<file path="src/canrxaf_pkg.sv">
// ----------------------------------------------------------------------------
// canrxaf_pkg
// Shared types and codes for the CAN receive acceptance filter.
// ----------------------------------------------------------------------------
`default_nettype none

package canrxaf_pkg;

	// Input transaction
	typedef struct packed {
		logic        func;
		logic [3:0]  index;
		logic [10:0] ident;
		logic [10:0] mask;
		logic        rtr;
		logic        handler_bound;
		logic [3:0]  dlc;
		logic [63:0] payload;
	} item_t;

	// Result transaction
	typedef struct packed {
		logic [2:0]  status;
		logic [3:0]  entry;
		logic [10:0] frame_ident;
		logic [3:0]  frame_length;
		logic [63:0] frame_data;
	} result_t;

	// Entry write broadcast to the cell row (identifier and mask already
	// carry the RTR bit)
	typedef struct packed {
		logic        en;
		logic [3:0]  index;
		logic [11:0] ident;
		logic [11:0] mask;
	} wr_t;

	// Search token handed from cell to cell
	typedef struct packed {
		logic        valid;
		logic        hit;
		logic        bound;
		logic [3:0]  entry;
		logic [10:0] ident;
	} tok_t;

	// Control sequencer states
	typedef enum logic [1:0] {
		FSM_IDLE,
		FSM_SCAN,
		FSM_HOLD
	} fsm_t;

	// Item function codes
	localparam logic FUNC_WRITE = 1'b0;
	localparam logic FUNC_FRAME = 1'b1;

	// Configuration register indexes
	localparam logic REG_NORMAL_MODE    = 1'b0;
	localparam logic REG_ENTRIES_IN_USE = 1'b1;

	// Result status codes
	localparam logic [2:0] STAT_WRITTEN   = 3'd0;
	localparam logic [2:0] STAT_BAD_WRITE = 3'd1;
	localparam logic [2:0] STAT_DROPPED   = 3'd2;
	localparam logic [2:0] STAT_NO_MATCH  = 3'd3;
	localparam logic [2:0] STAT_UNBOUND   = 3'd4;
	localparam logic [2:0] STAT_DELIVERED = 3'd5;

	// Constants
	localparam logic [11:0] RTR_BIT       = 12'h800;
	localparam logic [11:0] MASK_RESET    = 12'hFFF;
	localparam logic [3:0]  MAX_LEN       = 4'd8;
	localparam logic [4:0]  ENTRIES_RESET = 5'd16;

endpackage

`default_nettype wire

</file>
<file path="src/canrxaf_cell.sv">
// ----------------------------------------------------------------------------
// canrxaf_cell
// One filter entry: stores identifier, mask and bound flag, compares the
// passing search token and registers it toward the next cell.
// ----------------------------------------------------------------------------
`default_nettype none

module canrxaf_cell #(
	parameter int IDX = 0
) (
	input  wire logic              clk,
	input  wire logic              arst_n,
	input  wire canrxaf_pkg::wr_t  wr,
	input  wire logic [4:0]        entries_in_use,
	input  wire canrxaf_pkg::tok_t tok_in,
	output canrxaf_pkg::tok_t      tok_out
);

	logic [11:0]       ident_q;
	logic [11:0]       mask_q;
	logic              bound_q;
	logic              valid_q;
	canrxaf_pkg::tok_t data_q;
	canrxaf_pkg::tok_t tok_next;
	logic              active;
	logic              sel;
	logic              match;

	// entry lies inside the searched range
	assign active = IDX < int'(entries_in_use);
	assign sel    = wr.en && (int'(wr.index) == IDX);
	// frames carry no RTR bit, so bit 11 of the frame side is zero
	assign match  = ((({1'b0, tok_in.ident}) ^ ident_q) & mask_q) == 12'h000;

	// entry storage
	always_ff @(posedge clk or negedge arst_n) begin
		if (!arst_n) begin
			ident_q <= '0;
			mask_q  <= canrxaf_pkg::MASK_RESET;
			bound_q <= 1'b0;
		end else if (sel) begin
			ident_q <= wr.ident;
			mask_q  <= wr.mask;
			bound_q <= 1'b1;
		end
	end

	// first hit along the row claims the token
	always_comb begin
		tok_next = tok_in;
		if (tok_in.valid && !tok_in.hit && active && match) begin
			tok_next.hit   = 1'b1;
			tok_next.bound = bound_q;
			tok_next.entry = 4'(IDX);
		end
	end

	// token register: valid is control, the rest is payload
	always_ff @(posedge clk or negedge arst_n) begin
		if (!arst_n) begin
			valid_q <= 1'b0;
		end else begin
			valid_q <= tok_in.valid;
		end
	end

	always_ff @(posedge clk) begin
		data_q <= tok_next;
	end

	always_comb begin
		tok_out       = data_q;
		tok_out.valid = valid_q;
	end

endmodule

`default_nettype wire

</file>
<file path="src/can_rx_acceptance_filter_unit.sv">
// ----------------------------------------------------------------------------
// can_rx_acceptance_filter_unit
// CAN 11-bit identifier/mask receive acceptance filter built as a row of
// filter cells that a search token walks through.
// ----------------------------------------------------------------------------
// The block handles one transaction at a time. An entry write or a frame
// dropped outside normal mode is loaded into the pending result register
// when it is taken and moves on to the output register from the hold
// state; the next input transaction is taken only after that move. A frame
// in normal mode instead sends its search token through the row of ENTRIES
// filter cells one cell per clock, and the lowest matching entry claims it
// on the way; the result then passes the pending and output registers.
// A new input transaction is taken while an earlier result still waits in
// the output register; item_stall is high from acceptance until the result
// has moved to that register. Configuration writes are taken in every
// cycle.
`default_nettype none

module can_rx_acceptance_filter_unit #(
	parameter int ENTRIES = 16
) (
	input  wire logic                 clk,
	input  wire logic                 arst_n,
	// input transactions
	input  wire logic                 item_valid,
	output logic                      item_stall,
	input  wire canrxaf_pkg::item_t   item,
	// result transactions
	output logic                      result_valid,
	input  wire logic                 result_stall,
	output canrxaf_pkg::result_t      result,
	// configuration writes
	input  wire logic                 cfg_valid,
	output logic                      cfg_ready,
	input  wire logic                 cfg_index,
	input  wire logic [4:0]           cfg_data
);

	canrxaf_pkg::fsm_t    state_q;
	canrxaf_pkg::fsm_t    state_next;
	logic                 normal_mode_q;
	logic [4:0]           entries_in_use_q;
	canrxaf_pkg::result_t pend_q;
	canrxaf_pkg::result_t result_q;
	logic                 result_valid_q;
	logic [3:0]           len_q;
	logic [63:0]          payload_q;

	logic                 accept;
	logic                 wr_ok;
	logic                 start_scan;
	logic                 out_free;
	logic                 load_imm;
	logic                 load_scan;
	logic                 load_out;
	canrxaf_pkg::wr_t     wr;
	canrxaf_pkg::result_t imm_res;
	canrxaf_pkg::result_t scan_res;
	canrxaf_pkg::tok_t    head;
	canrxaf_pkg::tok_t    chain [ENTRIES+1];
	canrxaf_pkg::tok_t    last;
	logic [ENTRIES-1:0]   tok_vld;

	assign cfg_ready = 1'b1;

	// configuration registers
	always_ff @(posedge clk or negedge arst_n) begin
		if (!arst_n) begin
			normal_mode_q    <= 1'b0;
			entries_in_use_q <= canrxaf_pkg::ENTRIES_RESET;
		end else if (cfg_valid && cfg_ready) begin
			case (cfg_index)
				canrxaf_pkg::REG_NORMAL_MODE:    normal_mode_q    <= cfg_data[0];
				canrxaf_pkg::REG_ENTRIES_IN_USE: entries_in_use_q <= cfg_data;
				default:                         normal_mode_q    <= normal_mode_q;
			endcase
		end
	end

	assign accept = item_valid && !item_stall;

	// write check: bound consumer, index inside the active and built range
	assign wr_ok = item.handler_bound && ({1'b0, item.index} < entries_in_use_q)
		&& (int'(item.index) < ENTRIES);
	assign start_scan = accept && (item.func == canrxaf_pkg::FUNC_FRAME) && normal_mode_q;

	// entry write broadcast
	always_comb begin
		wr.en    = accept && (item.func == canrxaf_pkg::FUNC_WRITE) && wr_ok;
		wr.index = item.index;
		wr.ident = {1'b0, item.ident} | (item.rtr ? canrxaf_pkg::RTR_BIT : 12'h000);
		wr.mask  = {1'b0, item.mask} | canrxaf_pkg::RTR_BIT;
	end

	// token injected at the head of the row
	always_comb begin
		head       = '0;
		head.valid = start_scan;
		head.ident = item.ident;
	end

	assign chain[0] = head;

	// row of filter cells
	for (genvar i = 0; i < ENTRIES; i++) begin : g_cell
		canrxaf_cell #(
			.IDX (i)
		) u_cell (
			.clk            (clk),
			.arst_n         (arst_n),
			.wr             (wr),
			.entries_in_use (entries_in_use_q),
			.tok_in         (chain[i]),
			.tok_out        (chain[i+1])
		);
		assign tok_vld[i] = chain[i+1].valid;
	end

	assign last = chain[ENTRIES];

	// frame length and data held while the token travels
	always_ff @(posedge clk) begin
		if (start_scan) begin
			len_q     <= (item.dlc > canrxaf_pkg::MAX_LEN) ? canrxaf_pkg::MAX_LEN : item.dlc;
			payload_q <= item.payload;
		end
	end

	// result for writes and dropped frames
	always_comb begin
		imm_res = '0;
		if (item.func == canrxaf_pkg::FUNC_WRITE) begin
			imm_res.status = wr_ok ? canrxaf_pkg::STAT_WRITTEN : canrxaf_pkg::STAT_BAD_WRITE;
			imm_res.entry  = item.index;
		end else begin
			imm_res.status = canrxaf_pkg::STAT_DROPPED;
		end
	end

	// result from the token leaving the row
	always_comb begin
		scan_res = '0;
		if (!last.hit) begin
			scan_res.status = canrxaf_pkg::STAT_NO_MATCH;
		end else if (!last.bound) begin
			scan_res.status = canrxaf_pkg::STAT_UNBOUND;
			scan_res.entry  = last.entry;
		end else begin
			scan_res.status       = canrxaf_pkg::STAT_DELIVERED;
			scan_res.entry        = last.entry;
			scan_res.frame_ident  = last.ident;
			scan_res.frame_length = len_q;
			// bytes past the length read as zero
			for (int b = 0; b < 8; b++) begin
				scan_res.frame_data[8*b +: 8] = (4'(b) < len_q) ? payload_q[8*b +: 8] : 8'h00;
			end
		end
	end

	// sequencer: next state
	always_comb begin
		state_next = state_q;
		case (state_q)
			canrxaf_pkg::FSM_IDLE: begin
				if (accept) begin
					state_next = start_scan ? canrxaf_pkg::FSM_SCAN : canrxaf_pkg::FSM_HOLD;
				end
			end
			canrxaf_pkg::FSM_SCAN: begin
				if (last.valid) begin
					state_next = canrxaf_pkg::FSM_HOLD;
				end
			end
			canrxaf_pkg::FSM_HOLD: begin
				if (out_free) begin
					state_next = canrxaf_pkg::FSM_IDLE;
				end
			end
			default: state_next = canrxaf_pkg::FSM_IDLE;
		endcase
	end

	// sequencer: outputs
	always_comb begin
		item_stall = 1'b1;
		load_imm   = 1'b0;
		load_scan  = 1'b0;
		load_out   = 1'b0;
		case (state_q)
			canrxaf_pkg::FSM_IDLE: begin
				item_stall = 1'b0;
				load_imm   = accept && !start_scan;
			end
			canrxaf_pkg::FSM_SCAN: load_scan = last.valid;
			canrxaf_pkg::FSM_HOLD: load_out  = out_free;
			default:               item_stall = 1'b1;
		endcase
	end

	assign out_free = !result_valid_q || !result_stall;

	always_ff @(posedge clk or negedge arst_n) begin
		if (!arst_n) begin
			state_q <= canrxaf_pkg::FSM_IDLE;
		end else begin
			state_q <= state_next;
		end
	end

	// pending result
	always_ff @(posedge clk) begin
		if (load_imm) begin
			pend_q <= imm_res;
		end else if (load_scan) begin
			pend_q <= scan_res;
		end
	end

	// output register
	always_ff @(posedge clk) begin
		if (load_out) begin
			result_q <= pend_q;
		end
	end

	always_ff @(posedge clk or negedge arst_n) begin
		if (!arst_n) begin
			result_valid_q <= 1'b0;
		end else if (load_out) begin
			result_valid_q <= 1'b1;
		end else if (!result_stall) begin
			result_valid_q <= 1'b0;
		end
	end

	assign result_valid = result_valid_q;
	assign result       = result_q;

	// at most one search token in the row
	a_one_token: assert property (@(posedge clk) disable iff (!arst_n)
		$onehot0(tok_vld))
		else $error("more than one search token in the cell row");

	// a token is in flight exactly while scanning
	a_scan_token: assert property (@(posedge clk) disable iff (!arst_n)
		(state_q == canrxaf_pkg::FSM_SCAN) |-> $onehot(tok_vld))
		else $error("scan state without a search token");

	a_idle_no_token: assert property (@(posedge clk) disable iff (!arst_n)
		(state_q != canrxaf_pkg::FSM_SCAN) |-> (tok_vld == '0))
		else $error("search token outside the scan state");

	// a new result only comes from the hold state
	a_rise_from_hold: assert property (@(posedge clk) disable iff (!arst_n)
		$rose(result_valid_q) |-> $past(state_q == canrxaf_pkg::FSM_HOLD))
		else $error("result appeared without a pending result");

	// frame fields are zero unless the frame is delivered
	a_fields_zero: assert property (@(posedge clk) disable iff (!arst_n)
		(result_valid_q && (result_q.status != canrxaf_pkg::STAT_DELIVERED))
		|-> (result_q.frame_data == '0 && result_q.frame_length == '0
			&& result_q.frame_ident == '0))
		else $error("frame fields set on an undelivered result");

endmodule

`default_nettype wire
</file>
<file path="config.mk">
export PLATFORM = sky130hd
export DESIGN_NAME = can_rx_acceptance_filter_unit
export DESIGN_NICKNAME = d
export VERILOG_FILES = /design/src/canrxaf_pkg.sv /design/src/canrxaf_cell.sv /design/src/can_rx_acceptance_filter_unit.sv
export SDC_FILE = /design/constraint.sdc
export NUM_CORES = 1
export LEC_CHECK = 0
export BUFFER_PORTS_ARGS = -buffer_cell sky130_fd_sc_hd__buf_2
export CORE_UTILIZATION = 62
export CTS_BUF_LIST = sky130_fd_sc_hd__clkbuf_4 sky130_fd_sc_hd__clkbuf_8
export CTS_CLUSTER_DIAMETER = 50
export DETAILED_ROUTE_END_ITERATION = 12
export GPL_TIMING_DRIVEN = 1
export PLACE_DENSITY_LB_ADDON = 0.1
export SYNTH_ARGS = -nofsm -noshare
export SYNTH_HDL_FRONTEND = slang
export SYNTH_SLANG_ARGS = --single-unit
</file>
<file path="constraint.sdc">
create_clock -name clk -period 6.23 [get_ports clk]
set_input_delay 0.623 -clock clk [delete_from_list [all_inputs] [get_ports clk]]
set_output_delay 0.623 -clock clk [all_outputs]
set_load 0.1 [all_outputs]
</file>
==> results of run 1 <==
-- state kept, by name, summed over array words and instances, names as in the netlist --
register	count
len_q	4
g_cell.u_cell.valid_q	16
payload_q	64
g_cell.u_cell.tok_out	257
pend_q	86
result_valid	1
g_cell.u_cell.mask_q	176
normal_mode_q	1
g_cell.u_cell.ident_q	192
entries_in_use_q	5
result	86
g_cell.u_cell.bound_q	16
state_q	2
-- report_power, final --
group,total (uW),switching (uW),internal (uW)
Combinational,2930,2170,764
Clock,5170,2220,2950
Sequential,7490,439,7050
Total,15600,4820,10800
-- what timing repair did --
item / 4_1_cts / 5_1_grt
hold buffers: 65 / 0
gates resized for setup: 0 / 0
endpoints found under the hold margin: 127 / 0
-- routing by layer --
| layer | part of all wire (%) | wire length (um) |
|---|---|---|
| met2 | 51 | 35490 |
| met1 | 42 | 29740 |
| met3 | 4.4 | 3111 |
| met5 | 0.016 | 11 |
| met4 | 2.7 | 1914 |
-- through the flow --
step           setup slack, ns  instances  hold WS, ns
2_1_floorplan           0.6631       1985       0.3274
3_3_place_gp             2.930       2779       0.3525
3_5_place_dp             2.891       2779       0.3530
4_1_cts                  3.090       3108      0.01847
5_1_grt                  2.930       3109      0.05048
6_report                 3.085       3111      0.08216
-- placed cells by master, fill, tap and decap left out, types with 15 or more instances in the layout --
cell type	count
a21oi_4	15
a22o_1	91
a22oi_1	49
buf_2	194
clkbuf_4	64
clkbuf_8	178
dfrtp_1	232
dfstp_2	177
dfxtp_1	336
dlygate4sd3_1	65
edfxtp_1	161
mux2_1	29
mux2_2	360
nand2_1	30
nand3_1	27
nor2_1	23
nor2b_1	26
or2_2	60
xor2_1	176
-- critical path: cells and delay by family, from the launching register on --
family                     cells  cell delay (ns)
DFF                            1             0.53
adders and majority gates      1             0.29
muxes                          1             0.43
AOI/OAI and AO/OA              3             1.40
buffers and inverters          2             0.34
-- final timing paths --
check                                                end  slack [ns]  cells past startpoint
max reg2reg                g_cell[11].u_cell.ident_q[10]        3.09                      7
max in group asynchronous    g_cell[3].u_cell.ident_q[3]        4.33                      3
min reg2reg                  g_cell[1].u_cell.tok_out[0]        0.35                      0
max                        g_cell[11].u_cell.ident_q[10]        3.09                      7
min                                             len_q[3]        0.08                      1
min in group asynchronous    g_cell[7].u_cell.ident_q[7]        0.45                      2
-- cells by family (layout without fill, tap and decap cells) --
| kind of cell | after synthesis | count (layout) |
|---|---|---|
| multiplexers | 389 | 389 |
| AO/OA/AOI/OAI | 212 | 212 |
| AND/OR/NAND/NOR | 209 | 209 |
| flip-flops | 906 | 906 |
| XOR/XNOR | 176 | 176 |
| other | 1 | 4 |
| buffers and inverters | 89 | 540 |
| adder cells (fa/ha/maj) | 3 | 3 |
-- area by class of cell --
class | instances | area, um^2
repair buffers | 266 | 1707
diodes | 3 | 7.507
multi-input cells | 990 | 9056
flip-flops and latches | 906 | 22020
clock buffers | 242 | 2930
fillers | 3196 | 13560
inverters | 10 | 37.54
well taps | 672 | 840.8
clock inverters | 22 | 113.9
==> results_dict.tcl, run 1 <==
set metrics [dict create \
    status "finished, final reports clean" \
    first_global_vias 18220 \
    hp-class "primary input to flip-flop" \
    synth_seq_area_share_pct 69.62 \
    crit_path_end_kind "flip-flop" \
    nNetsFinal 2428 \
    critPathMostFrequentCell "a21o_1" \
    route.detailed.drc 0 \
    max_slew_margin_pct 11.35 \
    grt_max_degree 155 \
    cp_cell_sequence "inv_1 -> ha_1 -> a21o_1 -> a21o_1 -> buf_4 -> a21oi_2 -> mux2_2" \
    place_area_um2 33010 \
    top_level_ports 197 \
    fp.dieH_um 227.9 \
    synthCells 1985 \
    clock_latency_ns 0.78 \
    yosysTopAreaCell "dfxtp_1" \
    synth_fp_nets 2096 \
    busiest_layer "met2" \
    synth_simple_gate_area_share_pct 3.719 \
    synth_top_family_by_area "multiplexers" \
    synth_edf_count 161 \
    grt_pass1_wl_mm 109.2 \
    cp_slowest_cell "a21oi_2" \
    r2r_start "entries_in_use_q[1]" \
    grt_overflow 0 \
    viasPerCell 5.536 \
    period_share_pct 50.47 \
    cp_max_fo 24 \
    first_pass_iters 7 \
    numCtsBuffers 143 \
    post-dp-hpwl_mm 43.25 \
    synth_cell_types 50 \
    p_per_area_nw_per_um2 424.7 \
    drive_above_1_share_pct 44.50 \
    antenna_left 0 \
    crit_type "flip-flop to flip-flop" \
    cp_data_arrival_time_ns 3.78 \
    synth-compound-area-share_pct 5.974 \
    crit_start "entries_in_use_q[1]" \
    use_met2_pct 47.08 \
    slowest_delay_ns 1.07 \
    ir_drop_uv 267.2 \
    die-area_um2 51920 \
    yosysWarnings 0 \
    antenna_found_initial 5 \
    netlist.area_leader.share_pct 21.27 \
    met1_usage_pct 36.00 \
    synthMuxAreaShare_pct 13.85 \
    fin_area_um2 36710 \
    final_core_util_pct 73.02 \
    max_cap_viol_count 0 \
    period_needed_ns 3.145 \
    finalHoldViolations 0 \
    cts_setup_buffers 0 \
    syn_avg_cell_area_um2 15.93 \
    power_uw 15590 \
    routabilityCongestion 0.8539 \
    synth_flop_cell "dfxtp_1" \
    synth.most_common_cell "mux2_2" \
    area_delta_synth_final_pct 16.07 \
    maxSlewViolCount 0 \
    synthXorXnorAreaFrac_pct 4.874 \
    tritoncts "yes" \
    synth_seq_cells 906 \
    clock_path_buffers 3 \
    synth-adder-area-share_pct 0.1187 \
    mappedNetlistArea_um2 31630 \
    finalSetupViolations 0 \
    drt-total-wl_mm 70.27 \
    rsz0062_at_grt "no" \
    cts_root_buf "clkbuf_8" \
    initial_core_util_pct 62.91 \
    die_w_um 227.9 \
    leakage_uw 0.01638 \
    first_iter_violations 989 \
    hp-start "item[67]" \
    dr_total_vias 17220 \
    rows 82 \
    synth_commonest_cells "360 x mux2_2, 336 x dfxtp_1, 232 x dfrtp_1, 177 x dfstp_2, 176 x xor2_1" \
    synth_area_leaders "dfxtp_1 21%, dfrtp_1 18%, edfxtp_1 15%" \
    numClockSinks 906 \
    grt.total_usage_pct 28.00 \
    io_buffers 195 \
    max_freq_mhz 318.0 \
    async_reset_ff_share_pct 45.14 \
    wl_per_cell_um 22.59 \
    crit_required_ns 6.87 \
    startpoint_type "flip-flop" \
    grt.met3_usage_pct 5.250 \
    setup_tns_ns 0 \
    cts_max_level 4 \
    clk_pin_slew_worst_paths_ns 0.06 \
    tightest_slew_ns 1.330 \
    fin_skew_ns 0.02546 \
    core_area_um2 50270 \
]
No activity file was read; power rests on OpenSTA's default activity.
==> run 2: changes to the inputs <==
==> constraint.sdc (replaced) <==
create_clock -name clk -period 3.3 [get_ports clk]
set_input_delay 0.33 -clock clk [delete_from_list [all_inputs] [get_ports clk]]
set_output_delay 0.33 -clock clk [all_outputs]
set_load 0.1 [all_outputs]
==> results_dict.tcl, run 2 (same netlist as run 1, synthesis figures left out) <==
set metrics [dict create \
    grt_max_degree 95 \
    power.internal_uw 20500 \
    fp.dieH_um 227.9 \
    p_sw_uw 9193 \
    first_pass_iters 7 \
    place_inst 2809 \
    grt.total_usage_pct 29.02 \
    wl_per_cell_um 23.17 \
    max_freq_mhz 345.9 \
    max_cap_viol_count 0 \
    tightest_slew_ns 1.189 \
    final_cell_mix "360 x mux2_2, 336 x dfxtp_1, 232 x dfrtp_1" \
    area_delta_synth_final_pct 17.74 \
    numCtsBuffers 141 \
    clk_pin_slew_worst_paths_ns 0.06 \
    power_uw 29700 \
    rr_worst_depth 8 \
    cts_max_level 4 \
    r2r-end "g_cell[10].u_cell.ident_q[9]" \
    stdcell_count 3161 \
    nNetsFinal 2480 \
    grt_overflow 0 \
    slowest_delay_ns 0.68 \
    finalSetupViolations 0 \
    cp_data_arrival_time_ns 3.54 \
    io_buffers 195 \
    endpoint "g_cell[10].u_cell.ident_q[9]" \
    p_clk_share_pct 33.4 \
    die_w_um 227.9 \
    hp-class "primary input to flip-flop" \
    p_sw_share_pct 30.96 \
    maxSlewViolCount 0 \
    cp_slowest_cell "a21o_1" \
    combPwrFrac_pct 19.1 \
    status "finished, final reports clean" \
    numClockSinks 906 \
    fin_area_um2 37240 \
    ir_drop_uv 480.5 \
    rows 82 \
    crit_path_end_kind "flip-flop" \
    initial_core_util_pct 62.91 \
    crit_start "entries_in_use_q[1]" \
    route.detailed.drc 0 \
    die-area_um2 51920 \
    routabilityCongestion 0.8091 \
    antenna_found_initial 3 \
    rsz0062_at_grt "no" \
    place_area_um2 33270 \
    final_common_cell "mux2_2" \
    startpoint_type "flip-flop" \
    cp_max_fo 24 \
    core_area_um2 50270 \
    max_slew_margin_pct 20.73 \
    cp_cell_sequence "inv_1 -> ha_1 -> a21o_1 -> a21o_1 -> buf_4 -> a21oi_4 -> buf_4 -> mux2_1" \
    crit_type "flip-flop to flip-flop" \
    first_global_vias 18530 \
    clock_latency_ns 0.78 \
    cts_root_buf "clkbuf_8" \
    top_level_ports 197 \
    path_buf_inv 3 \
    crit_required_ns 3.95 \
    r2r_slack_ns 0.41 \
    fin_skew_ns 0.02211 \
    viasPerCell 5.586 \
    tritoncts "yes" \
    period_needed_ns 2.891 \
    cpLargestDelayFamily "compound AO/OA/AOI/OAI gates" \
    largest_reg_flops 257 \
    finalHoldViolations 0 \
    setup_tns_ns 0 \
    dr_total_vias 17660 \
    r2r_start "entries_in_use_q[1]" \
    p_seq_share_pct 47.6 \
    clock_path_buffers 3 \
    antenna_left 0 \
    first_iter_violations 1249 \
    crit_cells 8 \
    period_share_pct 87.61 \
    post-dp-hpwl_mm 44.41 \
    drt-total-wl_mm 73.26 \
    grt_pass1_wl_mm 112.4 \
    p_per_area_nw_per_um2 797.6 \
    drive_above_1_share_pct 44.97 \
    leakage_uw 0.01665 \
]
==> run 2: changes by cell type in the layout (fill, tap and decap cells not counted), sizes merged <==
cell,change
buf,+30
clkbuf,-6
clkinvlp,+3
dlygate4sd3,+24
bufinv,+3
clkinv,-4
==> run 2: final cells by class <==
class / count / area [um^2]
Inverter: 10 / 37.54
Sequential cell: 906 / 22020
Clock inverter: 24 / 212.7
Antenna cell: 3 / 7.507
Tap cell: 672 / 840.8
Clock buffer: 236 / 2854
Fill cell: 3097 / 13040
Multi-Input combinational cell: 990 / 9056
Timing Repair Buffer: 320 / 2210
==> run 2: worst min path at each step <==
stage / start / endpoint / cells after the start
final: item[88] / g_cell[0].u_cell.tok_out[7] / 2
after CTS: item[88] / g_cell[0].u_cell.tok_out[7] / 2
after detailed placement: g_cell[14].u_cell.tok_out[3] / g_cell[15].u_cell.tok_out[3] / 0
after global placement: g_cell[0].u_cell.tok_out[8] / g_cell[1].u_cell.tok_out[8] / 0
after floorplan: arst_n / entries_in_use_q[0] / 0
after global routing: item[89] / g_cell[0].u_cell.tok_out[8] / 1
==> run 2: power groups by stage <==
| stage | clock [uW] | sequential, uW | combinational [uW] |
|---|---|---|---|
| 2_1_floorplan | 0 | 16500 | 2010 |
| 3_3_place_gp | 0 | 14300 | 5480 |
| 3_5_place_dp | 0 | 14300 | 5560 |
| 4_1_cts | 10000 | 14100 | 5670 |
| 5_1_grt | 10600 | 14300 | 5910 |
| 6_report | 9910 | 14100 | 5660 |
==> run 2: metrics by stage <==
step	utilization (%)	hold slack [ns]	worst slack (ns)
2_1_floorplan	-	0.03441	0.004249
3_3_place_gp	66.18	0.3528	0.5132
3_5_place_dp	66.18	0.3547	0.4465
4_1_cts	74.05	0.002606	0.4514
5_1_grt	74.06	0.02148	0.3333
6_report	74.07	0.06591	0.4089
==> run 2: what timing repair did <==
item	in CTS	in global routing
hold buffers	89	0
resized for setup	0	0
hold endpoints to repair	181	0
endpoints found under the setup margin	0	0
setup buffers	0	0
==> run 2: per-layer routing <==
metal  part of all wire, %  up-vias  track usage (%)
li1                      -     7874                -
met1                    42     9115            37.15
met2                    51      556            49.24
met3                   4.9      112            5.750
met4                   2.4        0            10.59
met5                     0        -                0
